### src/rtl/ptmm_pkg.sv
// ----------------------------------------------------------------------------
// Page table memory manager package
// Geometry constants, beat types, codes and controller/datapath signal groups.
// ----------------------------------------------------------------------------
package ptmm_pkg;

    localparam int PAGE_BITS      = 8;
    localparam int NUM_PAGES      = 64;
    localparam int TABLE_PTR_BASE = 64;

    localparam int PG_SIZE = 1 << PAGE_BITS;
    localparam int PIDX_W  = $clog2(NUM_PAGES);
    localparam int ADDR_W  = PAGE_BITS + PIDX_W;
    localparam int IDX_W   = (PAGE_BITS > 6) ? PAGE_BITS : 6;

    localparam logic [1:0] ACT_NEW   = 2'd0;
    localparam logic [1:0] ACT_KILL  = 2'd1;
    localparam logic [1:0] ACT_STORE = 2'd2;
    localparam logic [1:0] ACT_LOAD  = 2'd3;

    localparam logic [1:0] ST_OK       = 2'd0;
    localparam logic [1:0] ST_NO_TABLE = 2'd1;
    localparam logic [1:0] ST_NO_DATA  = 2'd2;
    localparam logic [1:0] ST_UNMAPPED = 2'd3;

    typedef struct packed {
        logic [1:0]  action;
        logic [5:0]  proc_id;
        logic [5:0]  alloc_pages;
        logic [15:0] vaddr;
        logic [7:0]  write_value;
    } t_in_item;

    typedef struct packed {
        logic [1:0]  status;
        logic [13:0] phys_addr;
        logic [7:0]  read_value;
    } t_out_item;

    typedef enum logic [4:0] {
        S_CLR, S_IDLE,
        S_TSCAN_RD, S_TSCAN_CK, S_N_PTR, S_N_LOOP, S_DSCAN_RD, S_DSCAN_CK, S_N_ENT,
        S_K_RD, S_K_CK, S_KE_RD, S_KE_CK, S_K_FREE,
        S_T_RD, S_T_CK, S_T_ERD, S_T_ECK, S_T_ACC, S_T_LD,
        S_DONE
    } t_state;

    typedef enum logic [2:0] {
        AS_CLR, AS_SLOT, AS_SCAN, AS_IENT, AS_VENT, AS_FLAG_RD, AS_FLAG_TBL, AS_PHYS
    } t_addr_sel;

    typedef enum logic [2:0] {
        WD_CLR, WD_ZERO, WD_ONE, WD_FOUND, WD_WVAL
    } t_wd_sel;

    typedef struct packed {
        t_addr_sel  addr_sel;
        t_wd_sel    wd_sel;
        logic       we;
        logic       ld_in;
        logic       cnt_inc;
        logic       p_inc;
        logic       found;
        logic       ld_table_found;
        logic       ld_table_rd;
        logic       ld_ppage;
        logic       set_st;
        logic [1:0] st_val;
        logic       i_inc;
        logic       ld_rval;
        logic       out_load;
    } t_cmd;

    typedef struct packed {
        logic [1:0] in_action;
        logic [1:0] action;
        logic       rd_zero;
        logic       rd_lt;
        logic       p_last;
        logic       pend;
        logic       i_eq_cnt;
        logic       i_last;
        logic       cnt_last;
        logic       out_free;
        logic       vpage_big;
    } t_sts;

endpackage

### src/rtl/ptmm_ctrl.sv
// ----------------------------------------------------------------------------
// Page table memory manager controller
// Sequences clearing, allocation, kill walks and translations.
// ----------------------------------------------------------------------------
module ptmm_ctrl (
    input  logic          i_clk,
    input  logic          i_rst_n,
    input  logic          i_in_valid,
    input  ptmm_pkg::t_sts i_sts,
    output logic          o_in_stall,
    output ptmm_pkg::t_cmd o_cmd
);
    import ptmm_pkg::*;

    t_state r_state, n_state;

    always_ff @(posedge i_clk) begin
        if (!i_rst_n) begin
            r_state <= S_CLR;
        end else begin
            r_state <= n_state;
        end
    end

    always_comb begin
        n_state = r_state;
        unique case (r_state)
            S_CLR:      if (i_sts.cnt_last) n_state = S_IDLE;
            S_IDLE: begin
                if (i_in_valid) begin
                    unique case (i_sts.in_action)
                        ACT_NEW:  n_state = S_TSCAN_RD;
                        ACT_KILL: n_state = S_K_RD;
                        default:  n_state = S_T_RD;
                    endcase
                end
            end
            S_TSCAN_RD: n_state = i_sts.pend ? S_DONE : S_TSCAN_CK;
            S_TSCAN_CK: begin
                if (i_sts.rd_zero)     n_state = S_N_PTR;
                else if (i_sts.p_last) n_state = S_DONE;
                else                   n_state = S_TSCAN_RD;
            end
            S_N_PTR:    n_state = S_N_LOOP;
            S_N_LOOP:   n_state = i_sts.i_eq_cnt ? S_DONE : S_DSCAN_RD;
            S_DSCAN_RD: n_state = i_sts.pend ? S_DONE : S_DSCAN_CK;
            S_DSCAN_CK: begin
                if (i_sts.rd_zero)     n_state = S_N_ENT;
                else if (i_sts.p_last) n_state = S_DONE;
                else                   n_state = S_DSCAN_RD;
            end
            S_N_ENT:    n_state = S_N_LOOP;
            S_K_RD:     n_state = S_K_CK;
            S_K_CK:     n_state = (i_sts.rd_zero || !i_sts.rd_lt) ? S_DONE : S_KE_RD;
            S_KE_RD:    n_state = S_KE_CK;
            S_KE_CK:    n_state = i_sts.i_last ? S_K_FREE : S_KE_RD;
            S_K_FREE:   n_state = S_DONE;
            S_T_RD:     n_state = S_T_CK;
            S_T_CK:     n_state = (i_sts.vpage_big || !i_sts.rd_lt) ? S_T_ACC : S_T_ERD;
            S_T_ERD:    n_state = S_T_ECK;
            S_T_ECK:    n_state = S_T_ACC;
            S_T_ACC:    n_state = (i_sts.action == ACT_STORE) ? S_DONE : S_T_LD;
            S_T_LD:     n_state = S_DONE;
            S_DONE:     if (i_sts.out_free) n_state = S_IDLE;
            default:    n_state = S_CLR;
        endcase
    end

    always_comb begin
        o_cmd          = '0;
        o_cmd.addr_sel = AS_SLOT;
        o_cmd.wd_sel   = WD_ZERO;
        o_in_stall     = (r_state != S_IDLE);
        unique case (r_state)
            S_CLR: begin
                o_cmd.addr_sel = AS_CLR;
                o_cmd.wd_sel   = WD_CLR;
                o_cmd.we       = 1'b1;
                o_cmd.cnt_inc  = 1'b1;
            end
            S_IDLE: o_cmd.ld_in = i_in_valid;
            S_TSCAN_RD: begin
                o_cmd.addr_sel = AS_SCAN;
                if (i_sts.pend) begin
                    o_cmd.set_st = 1'b1;
                    o_cmd.st_val = ST_NO_TABLE;
                end
            end
            S_TSCAN_CK, S_DSCAN_CK: begin
                o_cmd.addr_sel = AS_SCAN;
                o_cmd.wd_sel   = WD_ONE;
                if (i_sts.rd_zero) begin
                    o_cmd.we    = 1'b1;
                    o_cmd.found = 1'b1;
                end else if (i_sts.p_last) begin
                    o_cmd.set_st = 1'b1;
                    o_cmd.st_val = (r_state == S_TSCAN_CK) ? ST_NO_TABLE : ST_NO_DATA;
                end else begin
                    o_cmd.p_inc = 1'b1;
                end
            end
            S_N_PTR: begin
                o_cmd.wd_sel         = WD_FOUND;
                o_cmd.we             = 1'b1;
                o_cmd.ld_table_found = 1'b1;
            end
            S_N_LOOP: ;
            S_DSCAN_RD: begin
                o_cmd.addr_sel = AS_SCAN;
                if (i_sts.pend) begin
                    o_cmd.set_st = 1'b1;
                    o_cmd.st_val = ST_NO_DATA;
                end
            end
            S_N_ENT: begin
                o_cmd.addr_sel = AS_IENT;
                o_cmd.wd_sel   = WD_FOUND;
                o_cmd.we       = 1'b1;
                o_cmd.i_inc    = 1'b1;
            end
            S_K_RD: ;
            S_K_CK: begin
                o_cmd.ld_table_rd = 1'b1;
                o_cmd.we          = !i_sts.rd_zero;
            end
            S_KE_RD: o_cmd.addr_sel = AS_IENT;
            S_KE_CK: begin
                // The entry just read names a data page whose flag is dropped, if it is nonzero and in range.
                o_cmd.addr_sel = AS_FLAG_RD;
                o_cmd.we       = !i_sts.rd_zero && i_sts.rd_lt;
                o_cmd.i_inc    = 1'b1;
            end
            S_K_FREE: begin
                o_cmd.addr_sel = AS_FLAG_TBL;
                o_cmd.we       = 1'b1;
            end
            S_T_RD: ;
            S_T_CK: begin
                o_cmd.ld_table_rd = 1'b1;
                if (i_sts.vpage_big || !i_sts.rd_lt) begin
                    o_cmd.set_st = 1'b1;
                    o_cmd.st_val = ST_UNMAPPED;
                end
            end
            S_T_ERD: o_cmd.addr_sel = AS_VENT;
            S_T_ECK: begin
                if (i_sts.rd_zero || !i_sts.rd_lt) begin
                    o_cmd.set_st = 1'b1;
                    o_cmd.st_val = ST_UNMAPPED;
                end else begin
                    o_cmd.ld_ppage = 1'b1;
                end
            end
            S_T_ACC: begin
                o_cmd.addr_sel = AS_PHYS;
                o_cmd.wd_sel   = WD_WVAL;
                o_cmd.we       = (i_sts.action == ACT_STORE);
            end
            S_T_LD:  o_cmd.ld_rval  = 1'b1;
            S_DONE:  o_cmd.out_load = i_sts.out_free;
            default: ;
        endcase
    end

endmodule

### config.mk
export PLATFORM = sky130hd
export DESIGN_NAME = ptmm_ctrl
export DESIGN_NICKNAME = d
export VERILOG_FILES = /design/src/rtl/ptmm_pkg.sv /design/src/rtl/ptmm_ctrl.sv
export SDC_FILE = /design/constraint.sdc
export NUM_CORES = 1
export LEC_CHECK = 0
export BUFFER_PORTS_ARGS = -buffer_cell sky130_fd_sc_hd__clkbuf_2
export CAP_MARGIN = 15
export CORE_UTILIZATION = 50
export CTS_CLUSTER_DIAMETER = 120
export DETAILED_ROUTE_END_ITERATION = 10
export GPL_ROUTABILITY_DRIVEN = 0
export PLACE_DENSITY = 0.88
export SYNTH_ARGS = -nofsm -noshare
export SYNTH_HDL_FRONTEND = slang
export SYNTH_SLANG_ARGS = --single-unit
### constraint.sdc
create_clock -name i_clk -period 2.8 [get_ports i_clk]
set_input_delay 0.42 -clock i_clk [delete_from_list [all_inputs] [get_ports i_clk]]
set_output_delay 0.42 -clock i_clk [all_outputs]
set_load 0.01 [all_outputs]
======== Word level (Yosys, flattened, before mapping) ========
Index checks and enable logic that the tools add are counted.
word-level totals
  bits in registers ....................... 5
  latch bits .............................. 0
  memory bits (writable) .................. 0
  memory bits (read-only) ................. 0
  logic and storage cells ................. 83
  memories ................................ 0
cells by class
  $add $sub $neg .......................... 0
  multiply operators ...................... 0
  divide/modulo/power cells ............... 0
  order comparisons ....................... 0
  equality and inequality tests ........... 26
  shift-type cells ........................ 0
  mux-type cells .......................... 40
  bitwise logic cells ..................... 0
  reductions and logical operators ........ 16
operators by type and width
  cell                  number
  $pmux W5 S19          1
  $mux W5               11
  $eq A5 B4 Y1 const B  8
  $eq A5 B5 Y1 const B  5
  $mux W3               8
  $pmux W3 S7           1
  $eq A5 B3 Y1 const B  4
  $pmux W3 S5           1
  $mux W1               12
  $pmux W3 S4           1
  $reduce_or A2 Y1      6
  $eq A5 B2 Y1 const B  2
  $pmux W4 S2           1
  $reduce_or A4 Y1      2
  $mux W2               3
  $ne A2 B2 Y1 const B  3
  $eq A5 B1 Y1 const B  1
  $logic_not A5 Y1      1
  $ne A5 B1 Y1 const B  1
  $pmux W1 S5           1
  $reduce_and A3 Y1     1
  $eq A2 B1 Y1 const B  1
  $eq A2 B2 Y1 const B  1
  $logic_not A1 Y1      2
  3 further kinds       4

======== Longest topological paths before layout ========
  depth in word-level cells ............... 5
  mapped depth ............................ 7

======== Worst setup path before layout ========
Ideal clock, no wire load.
  path type ............................... input port to output port
  start point ............................. input i_sts[8] (netlist name)
  end point ............................... output o_cmd[13] (netlist name)
  arrival time ............................ 1,371 ps
  data required time ...................... 2,380 ps
  path slack .............................. 1,009 ps
  cell stages on the path ................. 6
  cells stage by stage .................... buf_2 > nand2b_1 > a21oi_1 > a21oi_1 > o22a_1 > o21ai_0
RTL lines
  element             line             text
  start: declaration  ptmm_ctrl.sv:9   input ptmm_pkg::t_sts i_sts,
  end: declaration    ptmm_ctrl.sv:11  output ptmm_pkg::t_cmd o_cmd

==> run metrics <==
worst path cell trace nor2b_1, nand4_1, a21oi_1, a311o_1, o21bai_1, clkbuf_2; # H-tree levels 1; Fmax 391.1 MHz; placed cell areas 0.001159 mm^2; Worst-Skew Late Latency 250 ps; PortBufs 36; post-DR wirelength/cell 14.59 um; Most flops, register r_state; FF+latch area 100.1 um^2; hold_buf cts 0; sequential share of the synthesized area 0.1034; layout cells sized above 1 0.2606; Final HPWL DP 2445 um; Post-synth ARST share 0; Syn Inst Count 155; peak supply drop 0.8283 mV; unrepaired setup endpoints after global routing no; Pwr Total 1.126 mW; Area growth syn-to-layout 22.35%; CP required 2380 ps; Comb power frac 0.746; total CTS buffers 3; final setup fails 0; MaxCap Viol Count 0; clock share of power 0.076; chip width 46.01 um; Leak 0.5469 nW; worst hold path class primary input to flop; sequential power share 0.178; I/O Pins 37; first-pass GRT wire length 5037 um; area of the multi-input gates 775.7 um^2; residual DRC count 0; CP max stage delay 600 ps; CP endpoint kind output port; Final Critical Period 2557 ps; Post-CTS Setup Bufs 0; gr usage total 0.3247; largest net degree at the start of global routing 21; Buf+Inv Stages, Crit Path 1; pwr dens 950.4 mW/mm^2; critical path launch point type flop; number of synthesized register bits 5; Chip Height 46.01 um; Post-Route WL 3107 um; Pint 0.5076 mW; Row Count 15; Total Neg Setup Slack 0 ps; core area 0.001764 mm^2; Synth warnings 0; Starting Density 0.5489; initial DRC count 95; Clock Skew 1.821 ps; Post-Layout Inst Area 0.001185 mm^2; Switching Power 0.6186 mW; CTS max path bufs 2; post-route setup slack 242.9 ps; post-CTS sizing 0; max-slew violations 0; total gr overflow 0; fin crit share 0.9133; Clk pin slew, worst setup/hold paths 40 ps; CTS tree done; vias per cell 6.343; delay-heaviest family, CP simple AND/OR/NAND/NOR gates; FILL cells 166; CP max FO 14; biggest regs r_state x5; pin slew with the least headroom to its limit 566.1 ps; Setup CP Type flop to output port; Placement Setup Slack 607.9 ps; clock root buffer clkbuf_4; antenna violations before repair 0; Sw Ratio 0.5493; synthesized cell area 968.4 um^2; Critical Path AT 2140 ps; die area 0.002117 mm^2; antenna cells 0; syn_nets 171; vias in the first global route 1164; drt first pass iters 5; top_reg_cell synth dfxtp_1; max reg flops 5; synth unique cells 45; syn_area_per_cell 6.248 um^2; Clock Sinks 5; outcome finished, final reports clean; Total Nets Final 205; Final Hold Viols 0; number of synthesized flops with an enable pin 0; Max-slew headroom 0.6221; Critical-path top delay cell dfxtp_1; ANT nets after route 0; vias 1351
==> power by group through the flow <==
stage                     Clock, mW  Sequential, mW  Combinational (mW)
after floorplan                   0           0.123               0.648
after global placement            0           0.193               0.801
after detailed placement          0           0.198               0.829
after CTS                    0.0854           0.197               0.831
after global routing         0.0906           0.213               0.917
final                        0.0859           0.201               0.840
==> worst paths after layout <==
path / depth (start not counted) / slack [ps] / endpoint / from
worst max-delay path: 6 / 240 / o_cmd[3] / r_state[1]
worst min-delay path: 2 / 430 / r_state[4] / i_rst_n
worst max register to register: 6 / 740 / r_state[1] / r_state[1]
worst min register to register: 2 / 830 / r_state[4] / r_state[3]
==> kinds of logic after synthesis <==
| kind of cell | synth area share |
|---|---|
| DFF | 0.1034 |
| and+or+nand+nor | 0.4457 |
| muxes | 0.01034 |
| buffers and inverters | 0.09561 |
| AOI/OAI and AO/OA | 0.3450 |
==> final cells by class <==
cell class | count | area share
Multi-Input combinational cell | 130 | 0.6547
Timing Repair Buffer | 42 | 0.1901
Sequential cell | 5 | 0.08448
Tap cell | 25 | 0.02640
Clock buffer | 4 | 0.02218
Inverter | 7 | 0.02218
==> synth_stat cells (3+ instances only) <==
library cell	n	area, um^2
nand3_1	3	15.01
buf_2	8	40.04
nand2b_1	7	43.79
nor3_1	3	15.01
o21ai_0	9	45.04
nor2b_1	8	50.05
nor2_1	19	71.32
a21oi_1	20	100.1
and3_1	6	37.54
inv_1	7	26.28
clkbuf_1	3	11.26
nand2_1	12	45.04
nor4_1	3	18.77
dfxtp_1	5	100.1
nand3b_1	3	22.52
==> cell usage in the layout, fill, tap and decap left out, drive strengths merged, types with 3 or more instances in the layout <==
| cell type | n |
|---|---|
| inv | 7 |
| nor4 | 3 |
| buf | 6 |
| nor2b | 8 |
| and3 | 6 |
| o21ai | 10 |
| nor2 | 20 |
| a21oi | 20 |
| nand3 | 3 |
| nand3b | 3 |
| nor3 | 3 |
| nand2 | 12 |
| dfxtp | 5 |
| nand2b | 7 |
| clkbuf | 40 |
==> per-stage QoR <==
step	util	hold slack (ps)	instances
floorplan	-	553.6	155
finish	0.6716	432.6	213
detailed placement	0.6567	684.0	209
CTS	0.6716	430.5	213
global route	0.6716	433.6	213
global placement	0.6567	672.6	209
==> metal layers <==
| layer | vias up | global-route usage | share of wire | routed length (um) |
|---|---|---|---|---|
| li1 | 628 | - | - | - |
| met1 | 616 | 0.4090 | 0.38 | 1192 |
| met2 | 89 | 0.5380 | 0.49 | 1537 |
| met3 | 18 | 0.05159 | 0.090 | 280 |
| met4 | 0 | 0.1412 | 0.031 | 97 |
| met5 | - | 0 | 0 | 0 |
Note: power is estimated with default switching activity, not from simulation.
